<file path="src/rtl/pidpi_pkg.sv">
// Shared types and constants for the PID channel.
// No dependencies; imported by the register file and the top level.
package pidpi_pkg;

    localparam int GAIN_W    = 16;
    localparam int GD100_W   = 23;
    localparam int LIMIT_W   = 15;
    localparam int ERR_W     = 17;
    localparam int INTEG_W   = 16;
    localparam int OUT_W     = 24;
    localparam int SUM_W     = 45;
    localparam int FRAC_BITS = 8;
    localparam int CFG_IDX_W = 3;

    // Register indexes on the configuration channel
    localparam logic [CFG_IDX_W-1:0] REG_GAIN_P    = 3'd0;
    localparam logic [CFG_IDX_W-1:0] REG_GAIN_I    = 3'd1;
    localparam logic [CFG_IDX_W-1:0] REG_GAIN_D    = 3'd2;
    localparam logic [CFG_IDX_W-1:0] REG_INT_LIMIT = 3'd3;
    localparam logic [CFG_IDX_W-1:0] REG_INC_MODE  = 3'd4;

    localparam logic [LIMIT_W-1:0] LIMIT_RESET = 15'd500;

    localparam logic [OUT_W-1:0] OUT_POS_MAX = 24'h7FFFFF;
    localparam logic [OUT_W-1:0] OUT_NEG_MAX = 24'h800000;

    typedef struct packed {
        logic [GAIN_W-1:0]  gain_p;
        logic [GAIN_W-1:0]  gain_i;
        logic [GAIN_W-1:0]  gain_d;
        logic [GD100_W-1:0] gain_d_x100;
        logic [LIMIT_W-1:0] integral_limit;
        logic               incremental_mode;
    } cfg_t;

endpackage

</file>
<file path="src/rtl/pidpi_item_if.sv">
// Input item channel: command, setpoint and measurement.
// No dependencies.
interface pidpi_item_if;
    logic               valid;
    logic               ready;
    logic               cmd;
    logic signed [15:0] target;
    logic signed [15:0] measure;

    modport source (output valid, output cmd, output target, output measure, input ready);
    modport sink   (input valid, input cmd, input target, input measure, output ready);
endinterface

</file>
<file path="src/rtl/pidpi_result_if.sv">
// Result channel: saturated drive value and saturation flag.
// No dependencies.
interface pidpi_result_if;
    logic               valid;
    logic               ready;
    logic signed [23:0] control_out;
    logic               out_saturated;

    modport source (output valid, output control_out, output out_saturated, input ready);
    modport sink   (input valid, input control_out, input out_saturated, output ready);
endinterface

</file>
<file path="src/rtl/pidpi_cfg_if.sv">
// Configuration write channel: register index and write data.
// No dependencies.
interface pidpi_cfg_if;
    logic        valid;
    logic        ready;
    logic [2:0]  index;
    logic [15:0] data;

    modport source (output valid, output index, output data, input ready);
    modport sink   (input valid, input index, input data, output ready);
endinterface

</file>
<file path="src/rtl/pidpi_cfg_regs.sv">
// Configuration register file for the PID channel.
// Depends on pidpi_pkg and pidpi_cfg_if.
module pidpi_cfg_regs (
    input  logic              clk,
    input  logic              rst_n,
    pidpi_cfg_if.sink         cfg,
    output pidpi_pkg::cfg_t   regs
);
    import pidpi_pkg::*;

    cfg_t              regs_reg;
    cfg_t              regs_next;
    logic [GD100_W-1:0] gd_ext;
    logic [GD100_W-1:0] gd_x100;

    // Writes are always taken
    assign cfg.ready = 1'b1;

    // 100 = 64 + 32 + 4; keep the scaled gain ready for the derivative product
    assign gd_ext  = GD100_W'(cfg.data);
    assign gd_x100 = (gd_ext << 6) + (gd_ext << 5) + (gd_ext << 2);

    always_comb
    begin
        regs_next = regs_reg;
        if (cfg.valid)
        begin
            case (cfg.index)
                REG_GAIN_P:
                begin
                    regs_next.gain_p = cfg.data;
                end
                REG_GAIN_I:
                begin
                    regs_next.gain_i = cfg.data;
                end
                REG_GAIN_D:
                begin
                    regs_next.gain_d      = cfg.data;
                    regs_next.gain_d_x100 = gd_x100;
                end
                REG_INT_LIMIT:
                begin
                    regs_next.integral_limit = cfg.data[LIMIT_W-1:0];
                end
                REG_INC_MODE:
                begin
                    regs_next.incremental_mode = cfg.data[0];
                end
                default:
                begin
                    regs_next = regs_reg;
                end
            endcase
        end
    end

    always_ff @(posedge clk or negedge rst_n)
    begin
        if (!rst_n)
        begin
            regs_reg.gain_p           <= '0;
            regs_reg.gain_i           <= '0;
            regs_reg.gain_d           <= '0;
            regs_reg.gain_d_x100      <= '0;
            regs_reg.integral_limit   <= LIMIT_RESET;
            regs_reg.incremental_mode <= 1'b0;
        end
        else
        begin
            regs_reg <= regs_next;
        end
    end

    assign regs = regs_reg;

endmodule

</file>
<file path="src/rtl/pid_position_incremental.sv">
// Channel     | Role | Beat contents
// ------------+------+-------------------------------------------------
// item_in     | sink | cmd (0 step, 1 clear integral), target, measure
// result_out  | src  | control_out (24-bit signed), out_saturated
// cfg         | sink | index (register 0..4), data; always ready
//
// One beat is accepted per cycle unless all stages are full and result_out is
// stalled. Each beat moves through them in order: stage 1 holds the error,
// stage 2 the three gain products, stage 3 the shifted, saturated drive value.
// Reset (rst_n low, asynchronous) empties all three stages and zeroes the error
// history and integral; the integral limit comes up at 500. item_in.ready falls
// only when all three stages are full and result_out is stalled.
//
// Depends on pidpi_pkg, the three channel interfaces and pidpi_cfg_regs.
module pid_position_incremental (
    input  logic       clk,
    input  logic       rst_n,
    pidpi_item_if.sink     item_in,
    pidpi_result_if.source result_out,
    pidpi_cfg_if.sink      cfg
);
    import pidpi_pkg::*;

    cfg_t regs;

    // Stage valid flags and per-stage readiness
    logic s1_valid_reg, s1_valid_next;
    logic s2_valid_reg, s2_valid_next;
    logic s3_valid_reg, s3_valid_next;
    logic s1_ready, s2_ready, s3_ready;
    logic s1_fire;

    // Stage 1 payload
    logic                      s1_clr_reg;
    logic signed [ERR_W-1:0]   s1_err_reg;
    logic signed [ERR_W-1:0]   in_err;

    // Loop state
    logic signed [ERR_W-1:0]   last_err_reg, last_err_next;
    logic signed [ERR_W-1:0]   older_err_reg, older_err_next;
    logic signed [INTEG_W-1:0] integ_reg, integ_next;

    // Stage 1 -> 2 datapath
    logic signed [ERR_W:0]     diff1;
    logic signed [ERR_W+1:0]   diff2;
    logic signed [ERR_W:0]     acc_full;
    logic signed [ERR_W:0]     lim_pos;
    logic signed [ERR_W:0]     lim_neg;
    logic signed [ERR_W:0]     acc_sel;
    logic signed [INTEG_W-1:0] acc_clamped;
    logic signed [GAIN_W:0]    gp_s;
    logic signed [GAIN_W:0]    gi_s;
    logic signed [GD100_W:0]   gd_s;
    logic signed [ERR_W:0]     p_op;
    logic signed [ERR_W:0]     i_op;
    logic signed [ERR_W+1:0]   d_op;
    logic signed [34:0]        p_prod;
    logic signed [34:0]        i_prod;
    logic signed [42:0]        d_prod;

    // Stage 2 payload
    logic                      s2_clr_reg;
    logic signed [34:0]        s2_p_reg;
    logic signed [34:0]        s2_i_reg;
    logic signed [42:0]        s2_d_reg;

    // Stage 2 -> 3 datapath
    logic signed [SUM_W-1:0]   sum;
    logic [SUM_W-FRAC_BITS-1:0] y;
    logic                      sat_hi;
    logic                      sat_lo;
    logic [OUT_W-1:0]          y_sat;

    // Stage 3 payload
    logic [OUT_W-1:0]          s3_out_reg;
    logic                      s3_sat_reg;

    pidpi_cfg_regs u_cfg_regs (
        .clk   (clk),
        .rst_n (rst_n),
        .cfg   (cfg),
        .regs  (regs)
    );

    // A stage takes a new beat when it is empty or its own beat moves on
    assign s3_ready = !s3_valid_reg || result_out.ready;
    assign s2_ready = !s2_valid_reg || s3_ready;
    assign s1_ready = !s1_valid_reg || s2_ready;
    assign s1_fire  = s1_valid_reg && s2_ready;

    assign item_in.ready = s1_ready;

    assign s1_valid_next = s1_ready ? item_in.valid : s1_valid_reg;
    assign s2_valid_next = s2_ready ? s1_valid_reg  : s2_valid_reg;
    assign s3_valid_next = s3_ready ? s2_valid_reg  : s3_valid_reg;

    // Error is formed at 17 bits so that no difference of two inputs wraps
    assign in_err = $signed({item_in.target[15], item_in.target})
                  - $signed({item_in.measure[15], item_in.measure});

    // First and second differences against the history
    assign diff1 = (ERR_W+1)'(s1_err_reg) - (ERR_W+1)'(last_err_reg);
    assign diff2 = (ERR_W+2)'(s1_err_reg) - ((ERR_W+2)'(last_err_reg) <<< 1)
                 + (ERR_W+2)'(older_err_reg);

    // Integral: add at full width, then clamp to the symmetric limit
    assign acc_full = (ERR_W+1)'(integ_reg) + (ERR_W+1)'(s1_err_reg);
    assign lim_pos  = $signed({3'b000, regs.integral_limit});
    assign lim_neg  = -lim_pos;

    always_comb
    begin
        if (acc_full > lim_pos)
        begin
            acc_sel = lim_pos;
        end
        else if (acc_full < lim_neg)
        begin
            acc_sel = lim_neg;
        end
        else
        begin
            acc_sel = acc_full;
        end
    end

    assign acc_clamped = acc_sel[INTEG_W-1:0];

    // Operand selection for the two forms:
    //   positional:  kp*e         + ki*integ + (100*kd)*(e - e1)
    //   incremental: kp*(e - e1)  + ki*e     + kd*(e - 2*e1 + e2)
    assign gp_s = $signed({1'b0, regs.gain_p});
    assign gi_s = $signed({1'b0, regs.gain_i});
    assign gd_s = regs.incremental_mode
                ? $signed({1'b0, (GD100_W)'(regs.gain_d)})
                : $signed({1'b0, regs.gain_d_x100});

    assign p_op = regs.incremental_mode ? diff1 : (ERR_W+1)'(s1_err_reg);
    assign i_op = regs.incremental_mode ? (ERR_W+1)'(s1_err_reg)
                                        : (ERR_W+1)'(acc_clamped);
    assign d_op = regs.incremental_mode ? diff2 : (ERR_W+2)'(diff1);

    assign p_prod = gp_s * p_op;
    assign i_prod = gi_s * i_op;
    assign d_prod = gd_s * d_op;

    // History moves only when the stage 1 beat moves on
    always_comb
    begin
        last_err_next  = last_err_reg;
        older_err_next = older_err_reg;
        integ_next     = integ_reg;
        if (s1_fire)
        begin
            if (s1_clr_reg)
            begin
                integ_next = '0;
            end
            else if (regs.incremental_mode)
            begin
                older_err_next = last_err_reg;
                last_err_next  = s1_err_reg;
            end
            else
            begin
                integ_next    = acc_clamped;
                last_err_next = s1_err_reg;
            end
        end
    end

    // Sum carries eight fraction bits; the arithmetic shift floors it
    assign sum = SUM_W'(s2_p_reg) + SUM_W'(s2_i_reg) + SUM_W'(s2_d_reg);
    assign y   = sum[SUM_W-1:FRAC_BITS];

    // Out of range when the bits above the 24-bit sign do not all match it
    assign sat_hi = !y[SUM_W-FRAC_BITS-1] && (|y[SUM_W-FRAC_BITS-2:OUT_W-1]);
    assign sat_lo =  y[SUM_W-FRAC_BITS-1] && !(&y[SUM_W-FRAC_BITS-2:OUT_W-1]);

    always_comb
    begin
        if (sat_hi)
        begin
            y_sat = OUT_POS_MAX;
        end
        else if (sat_lo)
        begin
            y_sat = OUT_NEG_MAX;
        end
        else
        begin
            y_sat = y[OUT_W-1:0];
        end
    end

    // Control state
    always_ff @(posedge clk or negedge rst_n)
    begin
        if (!rst_n)
        begin
            s1_valid_reg  <= 1'b0;
            s2_valid_reg  <= 1'b0;
            s3_valid_reg  <= 1'b0;
            last_err_reg  <= '0;
            older_err_reg <= '0;
            integ_reg     <= '0;
        end
        else
        begin
            s1_valid_reg  <= s1_valid_next;
            s2_valid_reg  <= s2_valid_next;
            s3_valid_reg  <= s3_valid_next;
            last_err_reg  <= last_err_next;
            older_err_reg <= older_err_next;
            integ_reg     <= integ_next;
        end
    end

    // Payload: load a stage only when a beat enters it
    always_ff @(posedge clk)
    begin
        if (s1_ready && item_in.valid)
        begin
            s1_clr_reg <= item_in.cmd;
            s1_err_reg <= in_err;
        end
        if (s2_ready && s1_valid_reg)
        begin
            s2_clr_reg <= s1_clr_reg;
            s2_p_reg   <= p_prod;
            s2_i_reg   <= i_prod;
            s2_d_reg   <= d_prod;
        end
        if (s3_ready && s2_valid_reg)
        begin
            // A clear beat reports zero and no saturation
            s3_out_reg <= s2_clr_reg ? '0 : y_sat;
            s3_sat_reg <= s2_clr_reg ? 1'b0 : (sat_hi || sat_lo);
        end
    end

    assign result_out.valid         = s3_valid_reg;
    assign result_out.control_out   = $signed(s3_out_reg);
    assign result_out.out_saturated = s3_sat_reg;

endmodule

</file>
<file path="src/flat_wrapper.sv">
// flat-port wrapper written by rule: the top's interface ports become plain ports
module pid_position_incremental_flat import pidpi_pkg::*;
  (clk, rst_n, item_in_valid, item_in_cmd, item_in_target, item_in_measure, item_in_ready, result_out_valid, result_out_control_out, result_out_out_saturated, result_out_ready, cfg_valid, cfg_index, cfg_data, cfg_ready);
  pidpi_item_if item_in_i ();
  pidpi_result_if result_out_i ();
  pidpi_cfg_if cfg_i ();
  input  logic clk;
  input  logic rst_n;
  input wire logic [$bits(item_in_i.valid)-1:0] item_in_valid;
  input wire logic [$bits(item_in_i.cmd)-1:0] item_in_cmd;
  input wire logic [$bits(item_in_i.target)-1:0] item_in_target;
  input wire logic [$bits(item_in_i.measure)-1:0] item_in_measure;
  output wire logic [$bits(item_in_i.ready)-1:0] item_in_ready;
  output wire logic [$bits(result_out_i.valid)-1:0] result_out_valid;
  output wire logic [$bits(result_out_i.control_out)-1:0] result_out_control_out;
  output wire logic [$bits(result_out_i.out_saturated)-1:0] result_out_out_saturated;
  input wire logic [$bits(result_out_i.ready)-1:0] result_out_ready;
  input wire logic [$bits(cfg_i.valid)-1:0] cfg_valid;
  input wire logic [$bits(cfg_i.index)-1:0] cfg_index;
  input wire logic [$bits(cfg_i.data)-1:0] cfg_data;
  output wire logic [$bits(cfg_i.ready)-1:0] cfg_ready;
  assign item_in_i.valid = item_in_valid;
  assign item_in_i.cmd = item_in_cmd;
  assign item_in_i.target = item_in_target;
  assign item_in_i.measure = item_in_measure;
  assign item_in_ready = item_in_i.ready;
  assign result_out_valid = result_out_i.valid;
  assign result_out_control_out = result_out_i.control_out;
  assign result_out_out_saturated = result_out_i.out_saturated;
  assign result_out_i.ready = result_out_ready;
  assign cfg_i.valid = cfg_valid;
  assign cfg_i.index = cfg_index;
  assign cfg_i.data = cfg_data;
  assign cfg_ready = cfg_i.ready;
  pid_position_incremental u_core (.clk(clk), .rst_n(rst_n), .item_in(item_in_i), .result_out(result_out_i), .cfg(cfg_i));
endmodule
</file>
<file path="config.mk">
export PLATFORM = sky130hd
export DESIGN_NAME = pid_position_incremental_flat
export DESIGN_NICKNAME = d
export VERILOG_FILES = /design/src/rtl/pidpi_pkg.sv /design/src/rtl/pidpi_item_if.sv /design/src/rtl/pidpi_result_if.sv /design/src/rtl/pidpi_cfg_if.sv /design/src/rtl/pidpi_cfg_regs.sv /design/src/rtl/pid_position_incremental.sv /design/src/flat_wrapper.sv
export SDC_FILE = /design/constraint.sdc
export NUM_CORES = 2
export LEC_CHECK = 0
export BUFFER_PORTS_ARGS = -buffer_cell sky130_fd_sc_hd__buf_2
export CELL_PAD_IN_SITES_DETAIL_PLACEMENT = 1
export CELL_PAD_IN_SITES_GLOBAL_PLACEMENT = 1
export CORE_UTILIZATION = 35
export DETAILED_ROUTE_END_ITERATION = 8
export PLACE_DENSITY_LB_ADDON = 0.1
export SYNTH_ARGS = -nofsm -noshare
export SYNTH_HDL_FRONTEND = slang
export SYNTH_SLANG_ARGS = --single-unit
</file>
<file path="constraint.sdc">
create_clock -name clk -period 27.5 [get_ports clk]
set_input_delay 5.5 -clock clk [delete_from_list [all_inputs] [get_ports clk]]
set_output_delay 5.5 -clock clk [all_outputs]
set_load 0.01 [all_outputs]
</file>
==> metrics.md <==
| Metric | Value |
|---|---|
| Die Ht | `~400 microns` |
| H-tree levels | `2` |
| Worst-Skew Late Latency | `between 600 and 700 ps` |
| PortBufs | `83` |
| Syn-to-layout area delta | `7.74%` |
| Part of the cycle the worst path needs | `44.6%` |
| Met3 wire length | `approximately 6900 microns` |
| Vias | `between 40000 and 50000` |
| Commonest non-fill, non-tap cell in the layout | `inv_1` |
| CP Class | `reg -> reg` |
| Netlist cell types | `99` |
| RePlAce Congestion | `a little under 0.9` |
| R2R cell count | `39` |
| Largest net degree at the start of global routing | `73` |
| Uppermost layer routed | `met4` |
| Avg Vias per Cell | `roughly 5.1` |
| RSZ-0062 raised after global routing | `false` |
| Clk sinks | `292` |
| Register area share after synthesis | `14.5%` |
| Number of global-route vias before repair | `between 40000 and 50000` |
| Reg clk slew, reported paths | `60 ps` |
| Hold buffers post-CTS | `0` |
| Post_cts resized | `0` |
| Worst Skew | `66.8 ps` |
| Overall routed net length | `190000 microns` |
| DRT iter0 DRCs | `around 2100` |
| Async SR Flop Fraction | `a little under half` |
| Most frequent cells in the layout | `inv_1, fa_1, nand2_1` |
| Slew Limit Fails | `0` |
| Hpwl dp | `approximately 160000 microns` |
| Main synth FF type | `edfxtp_1` |
| Metal2 WL | `88200 microns` |
| M1 wire length | `~90000 microns` |
| FF+latch area | `just over 8000 sq um` |
| Hold WC Path Type | `reg -> reg` |
| Most common cell on crit path | `fa_1` |
| Pin slew with the least headroom to its limit | `1160 ps` |
| Share of cells above drive strength 1 | `6.40%` |
| Initial antenna violation count | `22` |
| Die Wd | `approximately 400 microns` |
| Hold_sp | `u_core.older_err_reg[11]` |
| Critical path launch point type | `flop` |
| Syn_nets | `~7600` |
| # fillers | `~18000` |
| Core footprint | `approximately 160000 sq um` |
| Final setup viols | `0` |
| Worst EP arrival | `12580 ps` |
| Top Ports | `85` |
| Setup TNS | `0 ps` |
| Global route total overflow | `0` |
| Synthesis-stage register bit count | `around 300` |
| Largest stage delay on the critical path | `880 ps` |
| Global-route wire length before repair | `294000 microns` |
| Post-CTS setup buffer count | `0` |
| Crit path required time | `approximately 28000 ps` |
| Initial Utilization | `35.3%` |
| Max frequency | `around 80 MHz` |
| Post-Syn Instances | `6012` |
| Finished Core Util | `between 30% and 40%` |
| Min-Delay Endpoint | `u_core.older_err_reg[11]` |
| Die area | `161000 sq um` |
| Worst reg2reg path endpoint | `u_core.s2_i_reg[33]` |
| Mapped Area | `between 50000 and 60000 sq um` |
| FF-to-FF setup slack | `between 15000 and 20000 ps` |
| TritonCTS clock tree | `done` |
| Hold depth | `2` |
| Initial DRT Pass Iterations | `5` |
| Number of flops mapped to enable cells by yosys | `about 160` |
| Max reg flops | `82` |
| Antenna Violating Nets Remaining | `0` |
| All-Layer GR Usage | `24.2%` |
| Area taken by multi-input logic gates | `about 42000 sq um` |
| Clock Tree Buf Depth | `3` |
| Final hold violations | `0` |
| Row count | `approximately 150` |
| CTS Root Cell | `clkbuf_16` |
| # Max-Cap Violations | `0` |
| Slowest-stage cell, CP | `o22ai_2` |
| Avg Cell Area, Syn | `around 9.3 sq um` |
| Outcome | `completed` |
| CP endpoint kind | `flop` |
| Relative max-transition margin | `22.3%` |
| # nets final | `roughly 7600` |
| CTS Buf Count | `42` |
| FF-to-FF Start | `u_core.s1_err_reg[0]` |
| Synth Warn # | `0` |
| DR WL/cell | `~23 microns` |
| Peak fanout along the critical path | `25` |
| DRC Markers | `0` |
| Final Critical Period | `around 12000 ps` |
## kinds of logic (layout without fill, tap and decap cells)
| group | Yosys count | in the layout | synth area share, % |
|---|---|---|---|
| other cells | 1 | 4 | 0.00671 |
| flops | 292 | 292 | 14.5 |
| buf+inv | 1465 | 1500 | 9.95 |
| fa+ha+maj | 1516 | 1516 | 47.5 |
| xor+xnor | 213 | 213 | 3.34 |
| mux | 107 | 107 | 2.12 |
| compound gates | 773 | 773 | 9.07 |
| simple gates | 1645 | 1645 | 13.5 |
## stage by stage
stage | cells | instance area, sq um | hold slack (ps) | setup slack [ps]
floorplan | 6012 | 55900 | 445 | 16220
global placement | 8041 | 58700 | 464 | 15530
detailed placement | 8041 | 58700 | 471 | 15370
CTS | 8119 | 60200 | 486 | 15220
global route | 8119 | 60200 | 510 | 14380
finish | 8122 | 60200 | 482 | 15250
## worst max path at each step
| stage | from | endpoint | slack, ps |
|---|---|---|---|
| detailed placement | u_core.s1_err_reg[0] | u_core.s2_i_reg[33] | 15370 |
| CTS | u_core.s1_err_reg[0] | u_core.s2_i_reg[33] | 15220 |
| global route | u_core.u_cfg_regs.regs[2] | u_core.s2_i_reg[33] | 14380 |
| finish | u_core.s1_err_reg[0] | u_core.s2_i_reg[33] | 15250 |
| global placement | u_core.s1_err_reg[0] | u_core.s2_i_reg[33] | 15530 |
| floorplan | result_out_ready | item_in_ready | 16220 |
## critical path, delay by kind of cell (launching register included)
family | cells | cell delay (ps)
fa+ha+maj | 10 | 4540
simple gates | 6 | 1330
flops | 1 | 450
buf+inv | 3 | 240
compound gates | 18 | 4930
xor+xnor | 2 | 410
## routing by layer
metal,GRT usage [%],up-vias
li1,-,18800
met5,0,-
met3,2.00,151
met4,4.59,0
met1,34.7,21700
met2,40.1,736
## Yosys cell counts, drive strengths merged, types with 88 or more instances
cell type / n / area, sq um
a21o: 88 / 661
a21oi: 209 / 1060
and2: 233 / 1460
clkbuf: 149 / 559
dfrtp: 129 / 3230
edfxtp: 157 / 4710
fa: 1007 / 20200
ha: 509 / 6370
inv: 1258 / 4720
nand2: 792 / 3000
nor2: 252 / 948
o21ai: 187 / 936
xnor2: 146 / 1280
## layout make-up
class | count | share of cell area, %
multi-input cells | 4255 | 70.2
flip-flops and latches | 292 | 13.5
inverters | 1259 | 7.85
well taps | 2072 | 4.31
clock buffers | 53 | 1.90
repair buffers | 163 | 1.70
clock inverters | 25 | 0.594
diodes | 3 | 0.0125
Power is not shown: default switching activity piles up to over one toggle a cycle in this logic, so the estimate is an artifact.
